$ cat src/rtl/epve_pkg.sv
package epve_pkg;

   // Field widths of the channels and registers.
   localparam int ENC_W      = 14;
   localparam int POS_W      = 48;
   localparam int VEL_OUT_W  = 32;
   localparam int SP_W       = 32;
   localparam int KP_W       = 16;
   localparam int FRAC_W     = 16;

   // Default encoder resolution; must be a power of two from 256 to 65536.
   localparam int COUNTS_PER_REV_DEF = 16384;

   // Register port.
   localparam int CSR_DATA_W = 32;
   localparam int CSR_ADDR_W = 3;
   localparam int CSR_IDX_W  = 1;
   localparam logic [CSR_IDX_W-1:0] CSR_SAMPLE_PERIOD = 1'b0;
   localparam logic [CSR_IDX_W-1:0] CSR_LOOP_GAIN_KP  = 1'b1;
   localparam logic [SP_W-1:0] SP_RESET = 32'd214748;
   localparam logic [KP_W-1:0] KP_RESET = 16'd100;

   // Shared multiplier: a 48-bit operand is taken in 16-bit chunks against 32 bits.
   localparam int MUL_A_W     = 48;
   localparam int MUL_B_W     = 32;
   localparam int MUL_CHUNK_W = 16;
   localparam int MUL_CHUNKS  = MUL_A_W / MUL_CHUNK_W;
   localparam int MUL_IDX_W   = $clog2(MUL_CHUNKS);
   localparam int MUL_PP_W    = MUL_CHUNK_W + MUL_B_W;
   localparam int MUL_P_W     = MUL_A_W + MUL_B_W;

   // Binary-point shifts of the three products with the sample period.
   localparam int T1_SHIFT = 32;
   localparam int DP_SHIFT = 16;
   localparam int DV_SHIFT = 18;

   typedef enum logic [2:0] {
      OP_VEL,
      OP_EKP,
      OP_EKP2,
      OP_DV,
      OP_DP
   } op_type;

   typedef struct packed {
      logic   load;
      logic   mul_start;
      op_type op;
      logic   capture;
      logic   err_calc;
      logic   update;
      logic   publish;
   } dp_cmd_type;

   typedef struct packed {
      logic mul_done;
   } dp_status_type;

endpackage

$ cat src/rtl/epve_req_if.sv
interface epve_req_if;
   import epve_pkg::*;

   logic             valid;
   logic             ready;
   logic [ENC_W-1:0] encoder_count;

   modport source (output valid, output encoder_count, input ready);
   modport sink (input valid, input encoder_count, output ready);
endinterface

$ cat src/rtl/epve_rsp_if.sv
interface epve_rsp_if;
   import epve_pkg::*;

   logic                        valid;
   logic                        ready;
   logic signed [POS_W-1:0]     position_turns;
   logic signed [VEL_OUT_W-1:0] velocity_turns;

   modport source (output valid, output position_turns, output velocity_turns, input ready);
   modport sink (input valid, input position_turns, input velocity_turns, output ready);
endinterface

$ cat src/rtl/encoder_pll_velocity_estimator.sv
// Encoder phase-locked-loop velocity estimator. Each request transfer carries one
// absolute encoder count within a revolution; the block tracks it with a
// second-order loop (proportional gain kp, integral gain kp*kp/4, both scaled by
// the sample period) and returns one response transfer holding the multi-turn
// position in turns (signed Q31.16, saturating) and the velocity in turns per
// second (signed Q15.16, saturating). Each sample accepts the count, forms the
// velocity product and the error, runs four error products, updates the loop
// state and loads the output register once it is free. The five products go
// one after another through a single 16x32 multiplier, each in three partial
// products with an issue and a capture step. The next count is accepted as soon as
// the previous response is loaded, even while that response still waits to be taken.
// The sample period and kp are set through the register port at byte addresses 0
// and 4 and should only be changed between samples. COUNTS_PER_REV must be a
// power of two from 256 to 65536; a count at or above it acts as its residue.
module encoder_pll_velocity_estimator #(
   parameter int COUNTS_PER_REV = epve_pkg::COUNTS_PER_REV_DEF
) (
   input  logic                            clock,
   input  logic                            reset,
   epve_req_if.sink                        req_if,
   epve_rsp_if.source                      rsp_if,
   input  logic                            csr_psel,
   input  logic                            csr_penable,
   input  logic                            csr_pwrite,
   input  logic [epve_pkg::CSR_ADDR_W-1:0] csr_paddr,
   input  logic [epve_pkg::CSR_DATA_W-1:0] csr_pwdata,
   output logic [epve_pkg::CSR_DATA_W-1:0] csr_prdata,
   output logic                            csr_pready
);
   import epve_pkg::*;

   logic [SP_W-1:0] sample_period;
   logic [KP_W-1:0] loop_gain_kp;
   dp_cmd_type      cmd;
   dp_status_type   status;

   // Configuration registers.
   epve_csr u_csr (
      .clock         (clock),
      .reset         (reset),
      .psel          (csr_psel),
      .penable       (csr_penable),
      .pwrite        (csr_pwrite),
      .paddr         (csr_paddr),
      .pwdata        (csr_pwdata),
      .prdata        (csr_prdata),
      .pready        (csr_pready),
      .sample_period (sample_period),
      .loop_gain_kp  (loop_gain_kp)
   );

   // Sequencer: walks one sample through the multiplier and owns both handshakes.
   epve_ctrl u_ctrl (
      .clock     (clock),
      .reset     (reset),
      .req_valid (req_if.valid),
      .req_ready (req_if.ready),
      .rsp_valid (rsp_if.valid),
      .rsp_ready (rsp_if.ready),
      .cmd       (cmd),
      .status    (status)
   );

   // Loop state, shared multiplier and the response payload registers.
   epve_dp #(
      .COUNTS_PER_REV (COUNTS_PER_REV)
   ) u_dp (
      .clock          (clock),
      .reset          (reset),
      .req_count      (req_if.encoder_count),
      .sample_period  (sample_period),
      .loop_gain_kp   (loop_gain_kp),
      .cmd            (cmd),
      .status         (status),
      .position_turns (rsp_if.position_turns),
      .velocity_turns (rsp_if.velocity_turns)
   );

   // A new response is loaded only when the output register is free or being emptied.
   a_publish_free : assert property (@(posedge clock) disable iff (reset)
      cmd.publish |-> (!rsp_if.valid || rsp_if.ready))
      else $error("response loaded over one not yet transferred");

   // The multiplier signals completion for exactly one cycle.
   a_done_pulse : assert property (@(posedge clock) disable iff (reset)
      status.mul_done |=> !status.mul_done)
      else $error("multiplier done held longer than one cycle");

   // A request is only taken while no sample is in flight.
   a_accept_quiet : assert property (@(posedge clock) disable iff (reset)
      (req_if.valid && req_if.ready) |-> !(cmd.capture || cmd.update || cmd.publish))
      else $error("request taken while a sample is in progress");

   // A multiplication never reports completion in the cycle after it was started.
   a_mul_latency : assert property (@(posedge clock) disable iff (reset)
      cmd.mul_start |=> !status.mul_done)
      else $error("multiplier finished too early");
endmodule

$ cat src/rtl/epve_csr.sv
module epve_csr (
   input  logic                              clock,
   input  logic                              reset,
   input  logic                              psel,
   input  logic                              penable,
   input  logic                              pwrite,
   input  logic [epve_pkg::CSR_ADDR_W-1:0]   paddr,
   input  logic [epve_pkg::CSR_DATA_W-1:0]   pwdata,
   output logic [epve_pkg::CSR_DATA_W-1:0]   prdata,
   output logic                              pready,
   output logic [epve_pkg::SP_W-1:0]         sample_period,
   output logic [epve_pkg::KP_W-1:0]         loop_gain_kp
);
   import epve_pkg::*;

   logic [SP_W-1:0]      sp_ff, sp_in;
   logic [KP_W-1:0]      kp_ff, kp_in;
   logic [CSR_IDX_W-1:0] idx;
   logic                 wr;

   assign idx    = paddr[CSR_ADDR_W-1:2];
   assign wr     = psel && penable && pwrite;
   assign pready = 1'b1;

   always_comb begin
      sp_in = sp_ff;
      kp_in = kp_ff;
      if (wr) begin
         unique case (idx)
            CSR_SAMPLE_PERIOD: sp_in = pwdata[SP_W-1:0];
            CSR_LOOP_GAIN_KP:  kp_in = pwdata[KP_W-1:0];
            default: ;
         endcase
      end
   end

   always_comb begin
      unique case (idx)
         CSR_SAMPLE_PERIOD: prdata = CSR_DATA_W'(sp_ff);
         CSR_LOOP_GAIN_KP:  prdata = CSR_DATA_W'(kp_ff);
         default:           prdata = '0;
      endcase
   end

   always_ff @(posedge clock) begin
      if (reset) begin
         sp_ff <= SP_RESET;
         kp_ff <= KP_RESET;
      end else begin
         sp_ff <= sp_in;
         kp_ff <= kp_in;
      end
   end

   assign sample_period = sp_ff;
   assign loop_gain_kp  = kp_ff;
endmodule

$ cat src/rtl/epve_mul.sv
module epve_mul (
   input  logic                           clock,
   input  logic                           reset,
   input  logic                           start,
   input  logic [epve_pkg::MUL_A_W-1:0]   a,
   input  logic [epve_pkg::MUL_B_W-1:0]   b,
   output logic                           done,
   output logic [epve_pkg::MUL_P_W-1:0]   product
);
   import epve_pkg::*;

   localparam logic [MUL_IDX_W-1:0] LAST = MUL_IDX_W'(MUL_CHUNKS - 1);

   logic                 run_ff, run_in;
   logic                 ppv_ff, ppv_in;
   logic                 done_ff, done_in;
   logic [MUL_IDX_W-1:0] issue_ff, issue_in;
   logic [MUL_IDX_W-1:0] pp_idx_ff, pp_idx_in;
   logic [MUL_A_W-1:0]   a_sh_ff, a_sh_in;
   logic [MUL_B_W-1:0]   b_ff, b_in;
   logic [MUL_PP_W-1:0]  pp_ff, pp_in;
   logic [MUL_P_W-1:0]   acc_ff, acc_in;

   always_comb begin
      run_in    = run_ff;
      issue_in  = issue_ff;
      pp_idx_in = pp_idx_ff;
      a_sh_in   = a_sh_ff;
      b_in      = b_ff;
      pp_in     = pp_ff;
      acc_in    = acc_ff;
      ppv_in    = run_ff && !start;
      done_in   = ppv_ff && (pp_idx_ff == LAST);

      // Partial products are registered, then shifted into place in the cycle after.
      if (ppv_ff) begin
         acc_in = acc_ff + (MUL_P_W'(pp_ff) << (MUL_CHUNK_W * pp_idx_ff));
      end

      if (start) begin
         a_sh_in  = a;
         b_in     = b;
         issue_in = '0;
         run_in   = 1'b1;
         acc_in   = '0;
      end else if (run_ff) begin
         pp_in     = MUL_PP_W'(a_sh_ff[MUL_CHUNK_W-1:0]) * MUL_PP_W'(b_ff);
         pp_idx_in = issue_ff;
         a_sh_in   = a_sh_ff >> MUL_CHUNK_W;
         issue_in  = MUL_IDX_W'(issue_ff + 1'b1);
         if (issue_ff == LAST) begin
            run_in = 1'b0;
         end
      end
   end

   always_ff @(posedge clock) begin
      if (reset) begin
         run_ff  <= 1'b0;
         ppv_ff  <= 1'b0;
         done_ff <= 1'b0;
      end else begin
         run_ff  <= run_in;
         ppv_ff  <= ppv_in;
         done_ff <= done_in;
      end
   end

   always_ff @(posedge clock) begin
      issue_ff  <= issue_in;
      pp_idx_ff <= pp_idx_in;
      a_sh_ff   <= a_sh_in;
      b_ff      <= b_in;
      pp_ff     <= pp_in;
      acc_ff    <= acc_in;
   end

   assign done    = done_ff;
   assign product = acc_ff;
endmodule

$ cat src/rtl/epve_dp.sv
module epve_dp #(
   parameter int COUNTS_PER_REV = epve_pkg::COUNTS_PER_REV_DEF
) (
   input  logic                                  clock,
   input  logic                                  reset,
   input  logic [epve_pkg::ENC_W-1:0]            req_count,
   input  logic [epve_pkg::SP_W-1:0]             sample_period,
   input  logic [epve_pkg::KP_W-1:0]             loop_gain_kp,
   input  epve_pkg::dp_cmd_type                  cmd,
   output epve_pkg::dp_status_type               status,
   output logic signed [epve_pkg::POS_W-1:0]     position_turns,
   output logic signed [epve_pkg::VEL_OUT_W-1:0] velocity_turns
);
   import epve_pkg::*;

   localparam int CB      = $clog2(COUNTS_PER_REV);
   localparam int PHW     = CB + FRAC_W;
   localparam int EKP_W   = CB + 15;
   localparam int EKP2_W  = CB + 31;
   localparam int DVM_W   = CB + 45;
   localparam int VSUM_W  = DVM_W + 2;
   localparam int DQ_W    = PHW - CB;
   localparam int TSUM_W  = POS_W + 1;

   logic [ENC_W-1:0]            count_ff, count_in;
   logic [PHW-1:0]              p1_ff, p1_in;
   logic signed [CB-1:0]        err_ff, err_in;
   logic [EKP_W-1:0]            ekp_ff, ekp_in;
   logic [EKP2_W-1:0]           ekp2_ff, ekp2_in;
   logic [DVM_W-1:0]            dvm_ff, dvm_in;
   logic [PHW-1:0]              dpl_ff, dpl_in;
   logic [PHW-1:0]              phase_ff, phase_in;
   logic [PHW-1:0]              last_ff, last_in;
   logic signed [POS_W-1:0]     vel_ff, vel_in;
   logic signed [POS_W-1:0]     total_ff, total_in;
   logic signed [VEL_OUT_W-1:0] vout_ff, vout_in;

   logic [MUL_A_W-1:0]          mul_a;
   logic [MUL_B_W-1:0]          mul_b;
   logic [MUL_P_W-1:0]          prod;
   logic                        mul_done;

   logic                        vel_neg, err_neg;
   logic [MUL_A_W-1:0]          vel_mag;
   logic [CB-1:0]               err_mag;
   logic [PHW-1:0]              t1, t1_s, dp_mag;
   logic [VSUM_W-1:0]           dvu;
   logic signed [VSUM_W-1:0]    dvs, vsum;
   logic [VSUM_W-POS_W:0]       vsum_hi;
   logic signed [POS_W-1:0]     vsat;
   logic [PHW-1:0]              dph;
   logic signed [DQ_W-1:0]      dq;
   logic signed [TSUM_W-1:0]    tsum;
   logic signed [POS_W-1:0]     tsat;
   logic signed [POS_W-1:0]     vsh;
   logic [POS_W-VEL_OUT_W:0]    vsh_hi;
   logic signed [VEL_OUT_W-1:0] voutsat;

   epve_mul u_mul (
      .clock   (clock),
      .reset   (reset),
      .start   (cmd.mul_start),
      .a       (mul_a),
      .b       (mul_b),
      .done    (mul_done),
      .product (prod)
   );

   assign status.mul_done = mul_done;

   // Products are formed on magnitudes and the sign is put back afterward,
   // which truncates each scaled product toward zero.
   assign vel_neg = vel_ff[POS_W-1];
   assign err_neg = err_ff[CB-1];
   assign vel_mag = vel_neg ? -$unsigned(vel_ff) : $unsigned(vel_ff);
   assign err_mag = err_neg ? -$unsigned(err_ff) : $unsigned(err_ff);

   always_comb begin
      unique case (cmd.op)
         OP_VEL: begin
            mul_a = vel_mag;
            mul_b = sample_period;
         end
         OP_EKP: begin
            mul_a = MUL_A_W'(err_mag);
            mul_b = MUL_B_W'(loop_gain_kp);
         end
         OP_EKP2: begin
            mul_a = MUL_A_W'(ekp_ff);
            mul_b = MUL_B_W'(loop_gain_kp);
         end
         OP_DV: begin
            mul_a = MUL_A_W'(ekp2_ff);
            mul_b = sample_period;
         end
         OP_DP: begin
            mul_a = MUL_A_W'(ekp_ff);
            mul_b = sample_period;
         end
         default: begin
            mul_a = '0;
            mul_b = '0;
         end
      endcase
   end

   // The phase lives modulo one revolution, so only its low bits are ever needed.
   assign t1     = prod[T1_SHIFT +: PHW];
   assign t1_s   = vel_neg ? -t1 : t1;
   assign dp_mag = prod[DP_SHIFT +: PHW];

   // Velocity correction and 48-bit saturation.
   assign dvu     = VSUM_W'(dvm_ff);
   assign dvs     = err_neg ? $signed(-dvu) : $signed(dvu);
   assign vsum    = VSUM_W'(vel_ff) + dvs;
   assign vsum_hi = vsum[VSUM_W-1:POS_W-1];
   assign vsat    = ((&vsum_hi) || !(|vsum_hi)) ? vsum[POS_W-1:0]
                  : {vsum[VSUM_W-1], {(POS_W-1){~vsum[VSUM_W-1]}}};

   // Wrapped phase change in whole fractional turns, floored.
   assign dph  = phase_ff - last_ff;
   assign dq   = $signed(dph[PHW-1:CB]);
   assign tsum = TSUM_W'(total_ff) + TSUM_W'(dq);
   assign tsat = (tsum[TSUM_W-1] == tsum[TSUM_W-2]) ? tsum[POS_W-1:0]
               : {tsum[TSUM_W-1], {(POS_W-1){~tsum[TSUM_W-1]}}};

   // Velocity in turns per second, floored and saturated to the output width.
   assign vsh     = vel_ff >>> CB;
   assign vsh_hi  = vsh[POS_W-1:VEL_OUT_W-1];
   assign voutsat = ((&vsh_hi) || !(|vsh_hi)) ? vsh[VEL_OUT_W-1:0]
                  : {vsh[POS_W-1], {(VEL_OUT_W-1){~vsh[POS_W-1]}}};

   always_comb begin
      count_in = count_ff;
      p1_in    = p1_ff;
      err_in   = err_ff;
      ekp_in   = ekp_ff;
      ekp2_in  = ekp2_ff;
      dvm_in   = dvm_ff;
      dpl_in   = dpl_ff;
      phase_in = phase_ff;
      last_in  = last_ff;
      vel_in   = vel_ff;
      total_in = total_ff;
      vout_in  = vout_ff;

      if (cmd.load) begin
         count_in = req_count;
      end

      if (cmd.capture) begin
         unique case (cmd.op)
            OP_VEL:  p1_in   = phase_ff + t1_s;
            OP_EKP:  ekp_in  = prod[EKP_W-1:0];
            OP_EKP2: ekp2_in = prod[EKP2_W-1:0];
            OP_DV:   dvm_in  = prod[DV_SHIFT +: DVM_W];
            OP_DP:   dpl_in  = err_neg ? -dp_mag : dp_mag;
            default: ;
         endcase
      end

      // The count residue minus the floored phase, read as a signed half-turn window.
      if (cmd.err_calc) begin
         err_in = $signed(CB'(count_ff) - p1_ff[FRAC_W +: CB]);
      end

      if (cmd.update) begin
         vel_in   = vsat;
         phase_in = p1_ff + dpl_ff;
         last_in  = phase_ff;
      end

      if (cmd.publish) begin
         total_in = tsat;
         vout_in  = voutsat;
      end
   end

   always_ff @(posedge clock) begin
      if (reset) begin
         phase_ff <= '0;
         vel_ff   <= '0;
         total_ff <= '0;
      end else begin
         phase_ff <= phase_in;
         vel_ff   <= vel_in;
         total_ff <= total_in;
      end
   end

   always_ff @(posedge clock) begin
      count_ff <= count_in;
      p1_ff    <= p1_in;
      err_ff   <= err_in;
      ekp_ff   <= ekp_in;
      ekp2_ff  <= ekp2_in;
      dvm_ff   <= dvm_in;
      dpl_ff   <= dpl_in;
      last_ff  <= last_in;
      vout_ff  <= vout_in;
   end

   assign position_turns = total_ff;
   assign velocity_turns = vout_ff;
endmodule

$ cat src/rtl/epve_ctrl.sv
module epve_ctrl (
   input  logic                     clock,
   input  logic                     reset,
   input  logic                     req_valid,
   output logic                     req_ready,
   output logic                     rsp_valid,
   input  logic                     rsp_ready,
   output epve_pkg::dp_cmd_type     cmd,
   input  epve_pkg::dp_status_type  status
);
   import epve_pkg::*;

   typedef enum logic [5:0] {
      ST_IDLE  = 6'b000001,
      ST_ISSUE = 6'b000010,
      ST_WAIT  = 6'b000100,
      ST_ERR   = 6'b001000,
      ST_UPD   = 6'b010000,
      ST_OUT   = 6'b100000
   } state_type;

   state_type state_ff, state_in;
   op_type    op_ff, op_in;
   logic      rsp_valid_ff, rsp_valid_in;
   logic      out_free;

   assign out_free  = !rsp_valid_ff || rsp_ready;
   assign req_ready = (state_ff == ST_IDLE);

   always_comb begin
      state_in  = state_ff;
      op_in     = op_ff;
      cmd       = '0;
      cmd.op    = op_ff;

      unique case (state_ff)
         ST_IDLE: begin
            if (req_valid) begin
               cmd.load = 1'b1;
               op_in    = OP_VEL;
               state_in = ST_ISSUE;
            end
         end
         ST_ISSUE: begin
            cmd.mul_start = 1'b1;
            state_in      = ST_WAIT;
         end
         ST_WAIT: begin
            if (status.mul_done) begin
               cmd.capture = 1'b1;
               unique case (op_ff)
                  OP_VEL:  state_in = ST_ERR;
                  OP_EKP: begin
                     op_in    = OP_EKP2;
                     state_in = ST_ISSUE;
                  end
                  OP_EKP2: begin
                     op_in    = OP_DV;
                     state_in = ST_ISSUE;
                  end
                  OP_DV: begin
                     op_in    = OP_DP;
                     state_in = ST_ISSUE;
                  end
                  OP_DP:   state_in = ST_UPD;
                  default: state_in = ST_IDLE;
               endcase
            end
         end
         ST_ERR: begin
            cmd.err_calc = 1'b1;
            op_in        = OP_EKP;
            state_in     = ST_ISSUE;
         end
         ST_UPD: begin
            cmd.update = 1'b1;
            state_in   = ST_OUT;
         end
         ST_OUT: begin
            if (out_free) begin
               cmd.publish = 1'b1;
               state_in    = ST_IDLE;
            end
         end
         default: state_in = ST_IDLE;
      endcase
   end

   always_comb begin
      rsp_valid_in = rsp_valid_ff;
      if (cmd.publish) begin
         rsp_valid_in = 1'b1;
      end else if (rsp_ready) begin
         rsp_valid_in = 1'b0;
      end
   end

   always_ff @(posedge clock) begin
      if (reset) begin
         state_ff     <= ST_IDLE;
         op_ff        <= OP_VEL;
         rsp_valid_ff <= 1'b0;
      end else begin
         state_ff     <= state_in;
         op_ff        <= op_in;
         rsp_valid_ff <= rsp_valid_in;
      end
   end

   assign rsp_valid = rsp_valid_ff;
endmodule
$ cat src/flat_wrapper.sv
// flat-port wrapper written by rule: the top's interface ports become plain ports
module encoder_pll_velocity_estimator_flat import epve_pkg::*;
#(
   parameter int COUNTS_PER_REV = epve_pkg::COUNTS_PER_REV_DEF
)
  (clock, reset, csr_psel, csr_penable, csr_pwrite, csr_paddr, csr_pwdata, csr_prdata, csr_pready, req_if_valid, req_if_encoder_count, req_if_ready, rsp_if_valid, rsp_if_position_turns, rsp_if_velocity_turns, rsp_if_ready);
  epve_req_if req_if_i ();
  epve_rsp_if rsp_if_i ();
  input  logic clock;
  input  logic reset;
  input  logic csr_psel;
  input  logic csr_penable;
  input  logic csr_pwrite;
  input  logic [epve_pkg::CSR_ADDR_W-1:0] csr_paddr;
  input  logic [epve_pkg::CSR_DATA_W-1:0] csr_pwdata;
  output logic [epve_pkg::CSR_DATA_W-1:0] csr_prdata;
  output logic csr_pready;
  input wire logic [$bits(req_if_i.valid)-1:0] req_if_valid;
  input wire logic [$bits(req_if_i.encoder_count)-1:0] req_if_encoder_count;
  output wire logic [$bits(req_if_i.ready)-1:0] req_if_ready;
  output wire logic [$bits(rsp_if_i.valid)-1:0] rsp_if_valid;
  output wire logic [$bits(rsp_if_i.position_turns)-1:0] rsp_if_position_turns;
  output wire logic [$bits(rsp_if_i.velocity_turns)-1:0] rsp_if_velocity_turns;
  input wire logic [$bits(rsp_if_i.ready)-1:0] rsp_if_ready;
  assign req_if_i.valid = req_if_valid;
  assign req_if_i.encoder_count = req_if_encoder_count;
  assign req_if_ready = req_if_i.ready;
  assign rsp_if_valid = rsp_if_i.valid;
  assign rsp_if_position_turns = rsp_if_i.position_turns;
  assign rsp_if_velocity_turns = rsp_if_i.velocity_turns;
  assign rsp_if_i.ready = rsp_if_ready;
  encoder_pll_velocity_estimator #(.COUNTS_PER_REV(COUNTS_PER_REV)) u_core (.clock(clock), .reset(reset), .req_if(req_if_i), .rsp_if(rsp_if_i), .csr_psel(csr_psel), .csr_penable(csr_penable), .csr_pwrite(csr_pwrite), .csr_paddr(csr_paddr), .csr_pwdata(csr_pwdata), .csr_prdata(csr_prdata), .csr_pready(csr_pready));
endmodule
$ cat config.mk
export PLATFORM = sky130hd
export DESIGN_NAME = encoder_pll_velocity_estimator_flat
export DESIGN_NICKNAME = d
export VERILOG_FILES = /design/src/rtl/epve_pkg.sv /design/src/rtl/epve_req_if.sv /design/src/rtl/epve_rsp_if.sv /design/src/rtl/encoder_pll_velocity_estimator.sv /design/src/rtl/epve_csr.sv /design/src/rtl/epve_mul.sv /design/src/rtl/epve_dp.sv /design/src/rtl/epve_ctrl.sv /design/src/flat_wrapper.sv
export SDC_FILE = /design/constraint.sdc
export NUM_CORES = 2
export LEC_CHECK = 0
export ABC_AREA = 1
export BUFFER_PORTS_ARGS = -buffer_cell sky130_fd_sc_hd__buf_2
export CORE_UTILIZATION = 45
export DETAILED_ROUTE_END_ITERATION = 8
export MAX_ROUTING_LAYER = met4
export PLACE_DENSITY = 0.64
export SETUP_SLACK_MARGIN = 0.05
export SYNTH_ARGS = -nofsm -noshare
export SYNTH_HDL_FRONTEND = slang
export SYNTH_HIERARCHICAL = 1
export SYNTH_SLANG_ARGS = --single-unit
$ cat constraint.sdc
create_clock -name clock -period 10.7 [get_ports clock]
set_clock_uncertainty 0.05 [all_clocks]
set_input_delay 2.675 -clock clock [delete_from_list [all_inputs] [get_ports clock]]
set_output_delay 2.675 -clock clock [all_outputs]
set_load 0.02 [all_outputs]
==> impl_metrics.ini <==
[final_layout]
nNetsFinal = 10500
fin_util_pct = 49.4
area_growth_pct = 8.40
drive_above_1_share_pct = 6.38

[global_route]
grt_pass1_wl_um = 361000
track_usage_pct = 32.5
grt_pass1_vias = 58900
grt_max_degree = 76
overflow = 0
antenna_found_initial = 10

[yosys]
yosysWarnings = 6
synthCells = 9600
syn-num-nets = 10500
syn_area_um2 = 67600
syn_area_per_cell_um2 = 7.04

[route]
wl_per_cell_um = 20.6
num_vias = 61600
drt.antenna.violating_nets = 0
drc = 0
first_iter_violations = 4845
finalWirelength_um = 242000
viasPerCell = 5.25
drtPass1Iterations = 6

[setup_path]
r2r_cells = 20
crit_path_end_kind = output port
critPathKind = primary input to output port
arrival_ns = 4.11
rrSetupSlack_ns = 4.06
cp_data_required_time_ns = 7.98
cp_max_fo = 48
start_kind = primary input

[job]
maxCapViolations = 0

[clocking]
cts_buffer_depth = 3
post_cts_resized = 0
post-cts-setup-buffers = 0
cts_buffers = 83
ctsHoldBuffers = 0
cts.sinks = 679
clk_pin_slew_worst_paths_ns = 0.06
cts_root_buf = clkbuf_16
cts_tree = done
htreeDepth = 3
clkLatencyLatePin_ns = 0.73

[timing]
layout_setup_ws_ns = 3.87
worstMarginPinSlew_ns = 1.18
rsz0062_at_grt = false
hold_violations = 0
fin_crit_ns = 6.83
whs_ns = 0.409
finalSetupTns_ns = 0
setup_viol = 0
timing.fmax_mhz = 146
relSlewSlack_pct = 20.5
min_period_over_period_pct = 63.9
slew_viol_final = 0

[die]
num_rows = 141
io_pins = 171
fp.dieW_um = 390
start_util_pct = 45.6
die_y_um = 390
core-area_um2 = 148000
die_area_um2 = 152000

[hold_path]
whs_path_depth = 0
hold_path.class = flip-flop to flip-flop

[placement]
portBuffers = 167
gp_congestion = 1.03
place_ws_ns = 3.89
dp_hpwl_um = 194000

[outcome]
status = completed
## final timing paths
| check | from | endpoint |
|---|---|---|
| hold reg to reg | u_core/u_dp/u_mul/issue_ff[0]$_SDFFE_PP0P_ | u_core/u_dp/u_mul/pp_idx_ff[0]$_DFFE_PP_ |
| setup reg to reg | u_core/u_dp/u_mul/b_ff[14]$_DFFE_PP_ | u_core/u_dp/u_mul/pp_ff[34]$_DFFE_PP_ |
| hold / removal | u_core/u_dp/u_mul/issue_ff[0]$_SDFFE_PP0P_ | u_core/u_dp/u_mul/pp_idx_ff[0]$_DFFE_PP_ |
| setup / recovery | csr_paddr[2] | csr_prdata[4] |
## sequential cells by signal, indices dropped and copies added, names as in the netlist, 2 cells and up
name	count
u_core/u_dp/u_mul/pp_idx_ff	2
u_core/u_dp/u_mul/b_ff	32
u_core/u_dp/position_turns	48
u_core/u_dp/ekp2_ff	45
u_core/u_dp/phase_ff	30
u_core/u_ctrl/state_ff	6
u_core/u_dp/u_mul/a_sh_ff	48
u_core/u_dp/ekp_ff	29
u_core/u_dp/velocity_turns	32
u_core/u_csr/sample_period	32
u_core/u_dp/p1_ff	30
u_core/u_dp/last_ff	30
u_core/u_dp/u_mul/product	77
u_core/u_dp/err_ff	14
u_core/u_dp/u_mul/issue_ff	2
u_core/u_ctrl/op_ff	3
u_core/u_dp/vel_ff	48
u_core/u_csr/loop_gain_kp	16
u_core/u_dp/u_mul/pp_ff	48
u_core/u_dp/count_ff	14
u_core/u_dp/dvm_ff	59
u_core/u_dp/dpl_ff	30
## cells in the final DEF (no fill, tap or decap), drive strengths merged, types with 47 or more instances in the layout
master and instances:
inv 1893, nand2 2651, clkbuf 103, xnor2 117, fa 424, buf 246, xor2 256, a21oi 549
edfxtp 413, o21ai 468, nor3 115, nor2 1023, nand3 351, dfxtp 266, a31oi 47, ha 422
## layout make-up
| class | instances | area [µm²] |
|---|---|---|
| Sequential cell | 679 | 17700 |
| Tap cell | 2002 | 2500 |
| Clock inverter | 53 | 718 |
| Multi-Input combinational cell | 6740 | 41600 |
| Timing Repair Buffer | 246 | 1430 |
| Clock buffer | 103 | 2210 |
| Antenna cell | 8 | 20.0 |
| Inverter | 1896 | 7120 |
| Fill cell | 15100 | 75100 |
## critical path, cell delays in order
cell	delay (ns)
buf_2	0.09
buf_4	0.29
inv_2	0.60
nand2_1	0.11
nand2_1	0.12
buf_2	0.18
## layer usage
layer	GRT usage (%)	vias to the layer above	share of wire [%]
li1	-	30000	-
met5	-	-	0
met3	3.64	430	6.2
met1	42.3	29200	43
met2	52.2	2068	46
met4	12.0	0	4.1
## per-stage QoR
step / cells / area (µm²)
after floorplan: 9600 / 67600
after global placement: 11600 / 70400
after detailed placement: 11600 / 70400
after CTS: 11700 / 73300
after global routing: 11700 / 73300
final: 11700 / 73300
Power is left out: the tool's default activity adds up to more than one toggle a clock period on the data nets, which glitch-free logic cannot reach.
